`src/frame_delay_queue_bit_error_top_macros.svh`:
```
// assertion macros for the frame delay queue
// no dependencies; included by the modules that carry assertions
`ifndef FRAME_DELAY_QUEUE_BIT_ERROR_TOP_MACROS_SVH
`define FRAME_DELAY_QUEUE_BIT_ERROR_TOP_MACROS_SVH

// same-cycle implication
`define FDQBE_ASSERT_NOW(label, clk, rst_n, ante, cons, msg) \
  label: assert property (@(posedge clk) disable iff (!rst_n) (ante) |-> (cons)) \
    else $error(msg);

// next-cycle implication
`define FDQBE_ASSERT_NEXT(label, clk, rst_n, ante, cons, msg) \
  label: assert property (@(posedge clk) disable iff (!rst_n) (ante) |=> (cons)) \
    else $error(msg);

`endif

```
`src/fdqbe_pkg.sv`:
```
// shared types, codes and constants of the frame delay queue
// no dependencies
`timescale 1ns / 1ps
`default_nettype none

package fdqbe_pkg;

  localparam int CFG_AW = 6;
  localparam int CFG_DW = 64;
  localparam int FL_W   = 12;
  localparam int BER_W  = 49;
  localparam int Q48    = 48;
  localparam int NS_W   = 30;

  localparam logic [63:0] NS_PER_S    = 64'd1000000000;
  localparam logic [63:0] SEED_RST    = 64'h9E3779B97F4A7C15;
  localparam logic [31:0] BITRATE_RST = 32'd500000;
  localparam logic [11:0] MTU_RST     = 12'd2048;

  localparam logic [2:0] REG_BITRATE = 3'd0;
  localparam logic [2:0] REG_PROP    = 3'd1;
  localparam logic [2:0] REG_MTU     = 3'd2;
  localparam logic [2:0] REG_BER     = 3'd3;
  localparam logic [2:0] REG_SEED    = 3'd4;

  localparam logic CMD_PUSH = 1'b0;
  localparam logic CMD_READ = 1'b1;

  typedef enum logic [2:0] {
    ST_OK,
    ST_STORED,
    ST_MTU_DROP,
    ST_FULL_DROP,
    ST_OVERSIZE,
    ST_NOT_READY
  } status_t;

  typedef struct packed {
    logic [31:0] bitrate;
    logic [31:0] prop;
    logic [11:0] mtu;
    logic [48:0] ber;
    logic [63:0] seed;
    logic        seed_load;
  } cfg_t;

  typedef struct packed {
    logic load;
    logic push;
    logic roll;
    logic cmp;
    logic mod_start;
    logic flip_rd;
    logic flip_wr;
    logic mul;
    logic div_start;
    logic transit;
    logic commit;
    logic rd_none;
    logic rd_byte;
    logic rd_fin;
    logic out_load;
  } dp_cmd_t;

  typedef struct packed {
    logic in_read;
    logic commit_go;
    logic ber_nz;
    logic flip;
    logic div_done;
    logic div_busy;
    logic rd_ok;
    logic out_free;
  } dp_stat_t;

  function automatic logic [63:0] xorshift64(input logic [63:0] v);
    logic [63:0] x;
    x = v;
    x = x ^ (x << 13);
    x = x ^ (x >> 7);
    x = x ^ (x << 17);
    return x;
  endfunction

endpackage

`default_nettype wire

```
`src/fdqbe_regs.sv`:
```
// configuration register file behind the apb-style port
// depends on fdqbe_pkg
`timescale 1ns / 1ps
`default_nettype none

module fdqbe_regs (
  input  wire logic                        clk,
  input  wire logic                        rst_n,
  input  wire logic                        psel,
  input  wire logic                        penable,
  input  wire logic                        pwrite,
  input  wire logic [fdqbe_pkg::CFG_AW-1:0] paddr,
  input  wire logic [fdqbe_pkg::CFG_DW-1:0] pwdata,
  output logic      [fdqbe_pkg::CFG_DW-1:0] prdata,
  output logic                             pready,
  output fdqbe_pkg::cfg_t                  cfg
);
  import fdqbe_pkg::*;

  logic [31:0] bitrate_r;
  logic [31:0] prop_r;
  logic [11:0] mtu_r;
  logic [48:0] ber_r;
  logic [63:0] seed_r;
  logic        seed_load_r;
  logic [2:0]  idx;
  logic        wr;

  assign idx    = paddr[5:3];
  assign wr     = psel && penable && pwrite;
  assign pready = 1'b1;

  always_ff @(posedge clk) begin
    if (!rst_n) begin
      bitrate_r   <= BITRATE_RST;
      prop_r      <= 32'd0;
      mtu_r       <= MTU_RST;
      ber_r       <= 49'd0;
      seed_r      <= SEED_RST;
      seed_load_r <= 1'b0;
    end else begin
      seed_load_r <= 1'b0;
      if (wr) begin
        case (idx)
          REG_BITRATE: bitrate_r <= pwdata[31:0];
          REG_PROP:    prop_r    <= pwdata[31:0];
          REG_MTU:     mtu_r     <= pwdata[11:0];
          REG_BER:     ber_r     <= pwdata[48:0];
          REG_SEED: begin
            seed_r      <= pwdata;
            seed_load_r <= 1'b1;
          end
          default: ;
        endcase
      end
    end
  end

  always_comb begin
    case (idx)
      REG_BITRATE: prdata = 64'(bitrate_r);
      REG_PROP:    prdata = 64'(prop_r);
      REG_MTU:     prdata = 64'(mtu_r);
      REG_BER:     prdata = 64'(ber_r);
      REG_SEED:    prdata = seed_r;
      default:     prdata = 64'd0;
    endcase
  end

  assign cfg.bitrate   = bitrate_r;
  assign cfg.prop      = prop_r;
  assign cfg.mtu       = mtu_r;
  assign cfg.ber       = ber_r;
  assign cfg.seed      = seed_r;
  assign cfg.seed_load = seed_load_r;

endmodule

`default_nettype wire

```
`config.mk`:
```
export PLATFORM = sky130hd
export DESIGN_NAME = fdqbe_regs
export DESIGN_NICKNAME = d
export VERILOG_FILES = /design/src/frame_delay_queue_bit_error_top_macros.svh /design/src/fdqbe_pkg.sv /design/src/fdqbe_regs.sv
export SDC_FILE = /design/constraint.sdc
export NUM_CORES = 1
export LEC_CHECK = 0
export CORE_AREA = 2 2 128 130
export DETAILED_ROUTE_END_ITERATION = 16
export DIE_AREA = 0 0 130 132
export DONT_BUFFER_PORTS = 1
export PLACE_DENSITY = 0.79
export SLEW_MARGIN = 20
export SYNTH_ARGS = -nofsm -noshare
export SYNTH_HDL_FRONTEND = slang
export SYNTH_SLANG_ARGS = --single-unit
```
`constraint.sdc`:
```
create_clock -name clk -period 4.05 [get_ports clk]
set_clock_uncertainty 0.15 [all_clocks]
set_input_delay 1.0125 -clock clk [delete_from_list [all_inputs] [get_ports clk]]
set_output_delay 1.0125 -clock clk [all_outputs]
set_load 0.01 [all_outputs]
```
==> impl_metrics.yaml <==
global_routing:
  antenna_found_initial: 0
  grt_max_degree: 246
  grt_pass1_wl_um: 35300
  grt_pass1_vias: 6224
  track_usage_pct: 26.1
  gr-total-overflow: 0
die:
  die_y_um: 132
  io_pins: 330
  die_w_um: 130
  core_area_mm2: 0.0157
  dieArea_mm2: 0.0172
  initial_utilization_pct: 54.0
  num_rows: 46
finish:
  antennaDiodeCount: 0
  regArea_mm2: 0.00380
  fin_cells: 1108
  fin_area_mm2: 0.00908
  drive_gt1_share_pct: 6.39
  n_fill_cell: 1352
  multi_input_area_mm2: 0.00412
  synthToLayoutAreaGrowth_pct: 7.04
  num-nets-final: 954
power_and_ir_drop:
  swShare_pct: 25.0
  comb_power_share_pct: 4.5
  power_uw: 3690
  peakVddDrop_uv: 262
  leakagePower_uw: 0.00346
  p_seq_share_pct: 51.8
  p_int_uw: 2770
  power_density_mw_per_mm2: 406
  p_clk_share_pct: 43.7
  p_sw_uw: 921
critical_path:
  critPathArrivalTime_ps: 1980
  end_kind: "primary output"
  cp_max_fo: 26
  reg2reg_depth: 2
  worstSetupStartpointType: "primary input"
  path_class: "primary input to primary output"
  cp_data_required_time_ps: 2890
timing:
  period_share_pct: 77.6
  rsz0062_at_grt: "no"
  finalSetupViolations: 0
  slew_headroom_pct: 60.2
  drv_slew: 0
  tns_ps: 0
  max_freq_mhz: 318
  fin_crit_ps: 3140
  hold_viol_final: 0
  worst_slew_pin_slew_ps: 597
  hold_ws_ps: 370
place:
  detailed_place_hpwl_um: 15400
  dpl.cell_count: 1076
  globalplace.congestion: 0.801
  io_buffer_count: 0
  placed_area_mm2: 0.00850
route:
  dr.first_iter.drc_count: 474
  ant_nets: 0
  num_vias: 6560
  viasPerCell: 5.92
  drc: 0
  firstDrtPassIters: 5
  wl_per_cell_um: 20.9
  drt_wl_total_um: 23200
clock_tree:
  ctsHtreeMaxLevel: 4
  clk_latency_ps: 420
  cts_resized: 0
  numCtsBuffers: 17
  postCtsSetupRepairBufs: 0
  postCtsHoldBufs: 0
  cts.sinks: 190
  clockBufferDepth: 2
  cts_tree: "yes"
  root_buffer: "clkbuf_16"
  clk_pin_slew_worst_paths_ps: 70
synthesis:
  synth_area_leaders: "dfxtp_1 45%, mux2i_1 22%, nand2_1 9.6%, o211ai_1 5.1%, o21ai_0 2.7%"
  synth.most_common_cell: "nand2_1"
  yosys_warnings: 0
  seq_area_frac_synth_pct: 44.8
  syn_nets: 1002
  synth.top_cell.area_share_pct: 44.8
  yosysTopAreaCell: "dfxtp_1"
  synthTopCellsByCount: "218 x nand2_1, 190 x dfxtp_1, 187 x mux2i_1"
  asyncSetResetFlopFracSynth_pct: 0
  synth_area_mm2: 0.00848
  ys_ff_latch: 190
  syn_inst: 927
  synth-main-ff-cell: "dfxtp_1"
  synth.distinct_cells: 27
  syn_area_per_cell_um2: 9.15
  synth_edf_count: 0
flow_run:
  drv_cap: 0
worst_hold_path:
  hp-class: "flop to flop"
  min_path_cells: 2
outcome:
  status: "completed"
-- cells by family (layout without fill, tap and decap cells) --
kind of cell	Yosys count	count (layout)	synth area share [%]
DFF	190	190	44.8
buffers and inverters	126	91	6.71
and+or+nand+nor	270	270	14.0
muxes	187	187	22.1
other	1	1	0.0442
AOI/OAI and AO/OA	153	153	12.4
-- worst max-delay path: stages --
cell      delay (ps)
nand2b_1         290
nor2_2           150
buf_4            260
a22o_1           250
-- cell usage in the layout (no fill, tap or decap) --
cell and count:
inv_8 2, clkbuf_16 17, buf_12 2, nand4b_1 1, conb_1 1, a22o_1 17, nor2_2 2, clkinvlp_4 2
clkinv_4 3, clkinv_2 1, or2_1 1, nand4_2 1, o22ai_1 12, dfxtp_1 190, clkinv_8 3, nand2b_1 2
mux2i_1 187, or2_2 2, o21ai_0 46, nor2_4 3, nand2b_2 1, nor3b_2 1, o211ai_1 58, nor2_1 1
nand3b_1 20, inv_1 44, and2_1 17, o311ai_0 8, buf_4 13, inv_6 4, nand2_1 218, a21o_1 12
-- worst paths after layout --
path                 start            end  slack (ps)
max reg2reg  bitrate_r[18]  bitrate_r[18]        3110
min              ber_r[14]      ber_r[14]         370
min reg2reg      ber_r[14]      ber_r[14]         370
max               paddr[5]     prdata[41]         910
-- sequential cells by signal, indices dropped and copies added, names as in the netlist --
name,flops
mtu_r,12
seed_load_r,1
seed_r,64
prop_r,32
bitrate_r,32
ber_r,49
-- area by class of cell --
type / count / share of cell area (%)
inverters: 44 / 1.82
multi-input cells: 611 / 45.4
flip-flops and latches: 190 / 41.9
clock inverters: 15 / 1.68
repair buffers: 15 / 1.52
well taps: 216 / 2.98
clock buffers: 17 / 4.69
-- power by group through the flow --
stage	Clock, uW	Combinational [uW]	Sequential [uW]
floorplan	0	178	1940
global placement	0	164	1950
detailed placement	0	167	1950
CTS	1640	168	1910
global route	1720	184	1910
finish	1610	167	1910
-- metal layers --
metal | up-vias | global-route usage [%] | share of wire, %
li1 | 3074 | - | -
met5 | - | 0 | 0
met1 | 3168 | 32.1 | 41
met2 | 284 | 42.6 | 48
met4 | 0 | 8.72 | 2.0
met3 | 34 | 8.77 | 8.4
-- through the flow --
step	worst slack [ps]	utilization (%)
finish	908	57.8
global placement	913	54.1
floorplan	863	-
global route	824	57.8
detailed placement	908	54.1
CTS	905	57.8
(Power assumes the default switching activity.)
