==> config.mk <==
export PLATFORM = sky130hd
export DESIGN_NAME = fdqbe_ctrl
export DESIGN_NICKNAME = d
export VERILOG_FILES = /design/src/fdqbe_pkg.sv /design/src/fdqbe_ctrl.sv
export VERILOG_INCLUDE_DIRS = /design/src /design/src/src
export SDC_FILE = /design/constraint.sdc
export NUM_CORES = 1
export LEC_CHECK = 0
export BUFFER_PORTS_ARGS = -buffer_cell sky130_fd_sc_hd__buf_4
export CORE_MARGIN = 2
export CORE_UTILIZATION = 40
export CTS_CLUSTER_DIAMETER = 40
export DETAILED_ROUTE_END_ITERATION = 8
export PLACE_DENSITY = 0.71
export SLEW_MARGIN = 20
export SYNTH_ARGS = -nofsm -noshare
export SYNTH_HDL_FRONTEND = slang
export SYNTH_SLANG_ARGS = --single-unit
==> constraint.sdc <==
create_clock -name clk -period 1.5 [get_ports clk]
set_input_delay 0.075 -clock clk [delete_from_list [all_inputs] [get_ports clk]]
set_output_delay 0.075 -clock clk [all_outputs]
set_load 0.02 [all_outputs]
==> src/frame_delay_queue_bit_error_top_macros.svh <==
// assertion macros for the frame delay queue
// no dependencies; included by the modules that carry assertions
`ifndef FRAME_DELAY_QUEUE_BIT_ERROR_TOP_MACROS_SVH
`define FRAME_DELAY_QUEUE_BIT_ERROR_TOP_MACROS_SVH

// same-cycle implication
`define FDQBE_ASSERT_NOW(label, clk, rst_n, ante, cons, msg) \
  label: assert property (@(posedge clk) disable iff (!rst_n) (ante) |-> (cons)) \
    else $error(msg);

// next-cycle implication
`define FDQBE_ASSERT_NEXT(label, clk, rst_n, ante, cons, msg) \
  label: assert property (@(posedge clk) disable iff (!rst_n) (ante) |=> (cons)) \
    else $error(msg);

`endif

==> src/fdqbe_pkg.sv <==
// shared types, codes and constants of the frame delay queue
// no dependencies
`timescale 1ns / 1ps
`default_nettype none

package fdqbe_pkg;

  localparam int CFG_AW = 6;
  localparam int CFG_DW = 64;
  localparam int FL_W   = 12;
  localparam int BER_W  = 49;
  localparam int Q48    = 48;
  localparam int NS_W   = 30;

  localparam logic [63:0] NS_PER_S    = 64'd1000000000;
  localparam logic [63:0] SEED_RST    = 64'h9E3779B97F4A7C15;
  localparam logic [31:0] BITRATE_RST = 32'd500000;
  localparam logic [11:0] MTU_RST     = 12'd2048;

  localparam logic [2:0] REG_BITRATE = 3'd0;
  localparam logic [2:0] REG_PROP    = 3'd1;
  localparam logic [2:0] REG_MTU     = 3'd2;
  localparam logic [2:0] REG_BER     = 3'd3;
  localparam logic [2:0] REG_SEED    = 3'd4;

  localparam logic CMD_PUSH = 1'b0;
  localparam logic CMD_READ = 1'b1;

  typedef enum logic [2:0] {
    ST_OK,
    ST_STORED,
    ST_MTU_DROP,
    ST_FULL_DROP,
    ST_OVERSIZE,
    ST_NOT_READY
  } status_t;

  typedef struct packed {
    logic [31:0] bitrate;
    logic [31:0] prop;
    logic [11:0] mtu;
    logic [48:0] ber;
    logic [63:0] seed;
    logic        seed_load;
  } cfg_t;

  typedef struct packed {
    logic load;
    logic push;
    logic roll;
    logic cmp;
    logic mod_start;
    logic flip_rd;
    logic flip_wr;
    logic mul;
    logic div_start;
    logic transit;
    logic commit;
    logic rd_none;
    logic rd_byte;
    logic rd_fin;
    logic out_load;
  } dp_cmd_t;

  typedef struct packed {
    logic in_read;
    logic commit_go;
    logic ber_nz;
    logic flip;
    logic div_done;
    logic div_busy;
    logic rd_ok;
    logic out_free;
  } dp_stat_t;

  function automatic logic [63:0] xorshift64(input logic [63:0] v);
    logic [63:0] x;
    x = v;
    x = x ^ (x << 13);
    x = x ^ (x >> 7);
    x = x ^ (x << 17);
    return x;
  endfunction

endpackage

`default_nettype wire

==> src/fdqbe_ctrl.sv <==
// sequencer of the frame delay queue: one request at a time
// depends on fdqbe_pkg and the assertion macro header
`timescale 1ns / 1ps
`default_nettype none
`include "frame_delay_queue_bit_error_top_macros.svh"

module fdqbe_ctrl (
  input  wire logic                clk,
  input  wire logic                rst_n,
  input  wire logic                in_valid,
  output logic                     in_stall,
  input  wire fdqbe_pkg::dp_stat_t stat,
  output fdqbe_pkg::dp_cmd_t       cmd
);
  import fdqbe_pkg::*;

  typedef enum logic [3:0] {
    S_IDLE,
    S_PUSH,
    S_ROLL,
    S_CMP,
    S_MODS,
    S_MODW,
    S_FRD,
    S_MUL,
    S_DIVS,
    S_DIVW,
    S_COMMIT,
    S_RSLOT,
    S_RBYTE,
    S_DONE
  } state_t;

  state_t state_r;
  state_t state_nxt;
  logic   stall_r;
  logic   accept;

  assign accept   = in_valid && !stall_r;
  assign in_stall = stall_r;

  always_comb begin
    state_nxt = state_r;
    cmd       = '0;
    case (state_r)
      S_IDLE: begin
        if (accept) begin
          cmd.load  = 1'b1;
          state_nxt = stat.in_read ? S_RSLOT : S_PUSH;
        end
      end
      S_PUSH: begin
        cmd.push = 1'b1;
        if (!stat.commit_go) state_nxt = S_DONE;
        else if (stat.ber_nz) state_nxt = S_ROLL;
        else state_nxt = S_MUL;
      end
      S_ROLL: begin
        cmd.roll  = 1'b1;
        state_nxt = S_CMP;
      end
      S_CMP: begin
        cmd.cmp   = 1'b1;
        state_nxt = stat.flip ? S_MODS : S_MUL;
      end
      S_MODS: begin
        cmd.mod_start = 1'b1;
        state_nxt     = S_MODW;
      end
      S_MODW: begin
        if (stat.div_done) begin
          cmd.flip_rd = 1'b1;
          state_nxt   = S_FRD;
        end
      end
      S_FRD: begin
        cmd.flip_wr = 1'b1;
        state_nxt   = S_MUL;
      end
      S_MUL: begin
        cmd.mul   = 1'b1;
        state_nxt = S_DIVS;
      end
      S_DIVS: begin
        cmd.div_start = 1'b1;
        state_nxt     = S_DIVW;
      end
      S_DIVW: begin
        if (stat.div_done) begin
          cmd.transit = 1'b1;
          state_nxt   = S_COMMIT;
        end
      end
      S_COMMIT: begin
        cmd.commit = 1'b1;
        state_nxt  = S_DONE;
      end
      S_RSLOT: begin
        if (stat.rd_ok) begin
          cmd.rd_byte = 1'b1;
          state_nxt   = S_RBYTE;
        end else begin
          cmd.rd_none = 1'b1;
          state_nxt   = S_DONE;
        end
      end
      S_RBYTE: begin
        cmd.rd_fin = 1'b1;
        state_nxt  = S_DONE;
      end
      S_DONE: begin
        if (stat.out_free) begin
          cmd.out_load = 1'b1;
          state_nxt    = S_IDLE;
        end
      end
      default: state_nxt = S_IDLE;
    endcase
  end

  always_ff @(posedge clk) begin
    if (!rst_n) begin
      state_r <= S_IDLE;
      stall_r <= 1'b0;
    end else begin
      state_r <= state_nxt;
      stall_r <= (state_nxt != S_IDLE);
    end
  end

  `FDQBE_ASSERT_NOW(a_div_start_free, clk, rst_n, cmd.div_start || cmd.mod_start, !stat.div_busy, "divider started while busy")
  `FDQBE_ASSERT_NEXT(a_div_start_wait, clk, rst_n, cmd.div_start || cmd.mod_start, state_r == S_DIVW || state_r == S_MODW, "no wait state after divider start")
  `FDQBE_ASSERT_NOW(a_div_done_wait, clk, rst_n, stat.div_done, state_r == S_DIVW || state_r == S_MODW, "divider finished outside a wait state")

endmodule

`default_nettype wire

==> summary.md <==
| Metric | Value |
|---|---|
| Final Cycle Share | `0.934` |
| Clock Sinks | `5` |
| Post-CTS Setup Inserts | `0` |
| Fraction of power consumed by the clock network | `0.100` |
| Outcome | `finished, final reports clean` |
| Area of the placeable core | `1280 um2` |
| Half-perimeter wire length after detailed placement | `1110 um` |
| Cell type group with the largest total delay on the critical path | `simple AND/OR/NAND/NOR gates` |
| Remaining number of nets flagged by the antenna check after routing | `0` |
| Via count of the first global-routing pass | `481` |
| Post-synthesis compound-gate area fraction | `0.240` |
| Max-cap violations | `0` |
| Clock tree from TritonCTS | `built` |
| N_diodes | `0` |
| Largest fanout of any net on the critical path | `11` |
| DR vias | `626` |
| DRC violation count after routing | `0` |
| P&R area growth vs syn | `48.0%` |
| Crit path setup slack, layout | `0.0985 ns` |
| Critical path class | `flop to primary output` |
| Final design utilization | `0.624` |
| Final number of hold-violating endpoints | `0` |
| Initial antenna violation count | `0` |
| Power density relative to cell area | `1910 nW/um2` |
| Final setup violation count | `0` |
| Register share of total power | `0.208` |
| Count of buffer and inverter cells on the critical path | `2` |
| Multi-input gate area | `388 um2` |
| Clk Tree Root Cell | `sky130_fd_sc_hd__clkbuf_4` |
| Global router's overall resource usage | `0.181` |
| Total number of nets in the final design | `118` |
| Met2 wire length | `656 um` |
| Hold WC Path Type | `primary input to flop` |
| Aggregate routed wire length | `1380 um` |
| Count of final max-slew check failures | `0` |
| Fraction of power consumed by combinational cells | `0.692` |
| DRT iter0 DRCs | `6` |
| Wire length of the first global-routing pass | `1950 um` |
| Max transition margin | `0.746` |
| Syn Area/Cell | `7.22 um2` |
| Top layer in use | `met4` |
| Synth unique cells | `28` |
| Sequence of cells on the critical path | `buf_4 -> nand2b_1 -> nor3_1 -> buf_4` |
| Synthesized-area fraction occupied by xor and xnor cells | `0.0162` |
| Global-route congestion overflow total | `0` |
| Clock input transition at the sequential cells of the worst setup and hold paths | `0.04 ns` |
| Metal1 wirelength | `622 um` |
| Standard-cell row count | `13` |
| FF+latch count, synth | `5` |
| Switching component of the power | `703 uW` |
| Post-Synth Adder-Cell Area | `0` |
| Summed instance area of the synthesized netlist | `542 um2` |
| Simple-gate area share of the yosys netlist | `0.448` |
| Final weighted congestion in routability-driven placement | `0.864` |
| Clk_skew | `0.00235 ns` |
| Largest net degree at the start of global routing | `12` |
| Setup repair after global routing missed its margin | `false` |
| Filler Cell Count | `121` |
| Placement-stage worst setup slack | `-0.0473 ns` |
| CP peak stage delay | `0.36 ns` |
| Io pins | `27` |
| Die Width | `40.8 um` |
| Layout cell share with drive strength beyond 1 | `0.425` |
| Design internal power | `831 uW` |
| CP required | `1.42 ns` |
| Switch share | `0.458` |
| Crit path max-delay cell type | `sky130_fd_sc_hd__dfxtp_2` |
| Count of H-tree levels built during CTS | `1` |
| First-pass detailed-route iteration total | `4` |
| Number of buffers added on ports | `25` |
| Seq/Total Area, Yosys | `0.185` |
| Pin slew with the least headroom to its limit | `0.379 ns` |
| Initial cell density of the core | `0.422` |
| Total CTS buffers | `3` |
| Yosys warnings | `0` |
| Dominant combinational cell family by area after synthesis | `simple AND/OR/NAND/NOR gates` |
| Crit. End Element | `primary output` |
| Kind of start point of the critical path | `flop` |
| Leakage power of the design | `0.000358 uW` |
| Clock tree buffer depth | `2` |
| Clk_lat worst skew | `0.24 ns` |
| Via density | `5.17` |
| Die height | `40.8 um` |
| Footprint of the flip-flops and latches | `105 um2` |
| Cell count after synthesis | `75` |
| Worst supply voltage drop on vdd | `0.000995 V` |
| Period minus WS final | `1.40 ns` |
| Data arrival, critical path | `1.33 ns` |
| Routed wire length on met3 | `81 um` |
| Multiplexer share of the synthesized area | `0` |
| Detailed-route wire length per cell | `11.4 um` |
| Total Die Area | `1660 um2` |
| Post-Syn Nets | `86` |
| Highest clock rate | `714 MHz` |
| Cell repeated most along the worst path | `sky130_fd_sc_hd__buf_4` |
-- worst min-delay path, stage by stage --
cell	delay (ns)
sky130_fd_sc_hd__buf_4	0.11
sky130_fd_sc_hd__nand2_1	0.06
sky130_fd_sc_hd__nor2_1	0.04
-- flip-flops by register name, summed over array words and instances (netlist names) --
| register | cells |
|---|---|
| state_r | 4 |
| in_stall | 1 |
-- area by class of cell --
class,count,area share
repair buffers,33,0.324
well taps,15,0.0234
flip-flops and latches,5,0.131
clock buffers,4,0.0328
multi-input cells,63,0.484
inverters,1,0.00468
-- logic make-up after synthesis --
| group | Yosys count |
|---|---|
| XOR/XNOR | 1 |
| AO/OA/AOI/OAI | 17 |
| buffers and inverters | 7 |
| AND/OR/NAND/NOR | 45 |
| flip-flops | 5 |
-- metrics by stage --
step	cell area (um2)	cells	TNS, ns	hold WS (ns)	power, uW
final	802	121	0	0.0847	1530
after global routing	802	121	0	0.102	1660
after detailed placement	764	117	-0.0639	0.345	1350
after global placement	764	117	-0.0150	0.329	1320
after floorplan	542	75	0	0.219	1020
after CTS	793	121	0	0.0872	1520
-- path summary, 6_finish.rpt --
kind,from,endpoint,cells past startpoint,slack (ns)
worst max register to register,state_r[3],in_stall,6,0.12
worst max-delay path,state_r[2],cmd[6],4,0.1
worst min-delay path,rst_n,state_r[0],3,0.08
worst min register to register,state_r[2],state_r[0],3,0.69
-- timing repair --
action	CTS	global route
resized for setup	2	3
hold buffers	0	0
hold endpoints to repair	0	0
pin swaps	0	0
setup endpoints to repair	2	15
-- per-layer routing --
metal	vias to the layer above	global-route usage
met5	-	0
li1	327	-
met1	277	0.207
met3	2	0.0489
met2	20	0.301
met4	0	0.100
-- synth_stat cells (all sizes together) --
master / instances / area, um2
inv: 1 / 3.75
o21a: 2 / 15.0
dfxtp: 5 / 100
nor2: 10 / 37.5
o21bai: 1 / 7.51
and2: 2 / 12.5
a21boi: 2 / 15.0
nand2b: 7 / 46.3
xor2: 1 / 8.76
nor4: 1 / 6.26
nor2b: 3 / 18.8
a211oi: 1 / 7.51
nand3b: 5 / 37.5
o41ai: 1 / 16.3
a21oi: 3 / 15.0
buf: 6 / 56.3
nand4: 1 / 6.26
nand2: 4 / 15.0
nand3: 3 / 15.0
a311oi: 1 / 8.76
o211ai: 1 / 12.5
and3: 2 / 12.5
o21ai: 4 / 20.0
a22oi: 1 / 12.5
nor3: 7 / 35.0
-- placed cells by master (no fill, tap or decap), drive strengths merged --
cell type,n
xor2,1
nor2b,3
nand2b,7
nor3,7
o41ai,1
o21bai,1
nand3,3
a311oi,1
o211ai,1
buf,33
a22oi,1
a21boi,2
and3,2
nor2,10
o21a,2
and2,2
nand4,1
inv,1
nor4,1
o21ai,4
dfxtp,5
nand2,4
nand3b,5
a211oi,1
a21oi,3
clkbuf,4
-- power groups by stage --
| stage | logic (uW) | clock network, uW | registers (uW) |
|---|---|---|---|
| after floorplan | 770 | 0 | 252 |
| after global placement | 1020 | 0 | 307 |
| after detailed placement | 1040 | 0 | 311 |
| after CTS | 1040 | 161 | 313 |
| after global routing | 1150 | 169 | 338 |
| final | 1060 | 153 | 318 |
No activity file was read; power rests on OpenSTA's default activity.
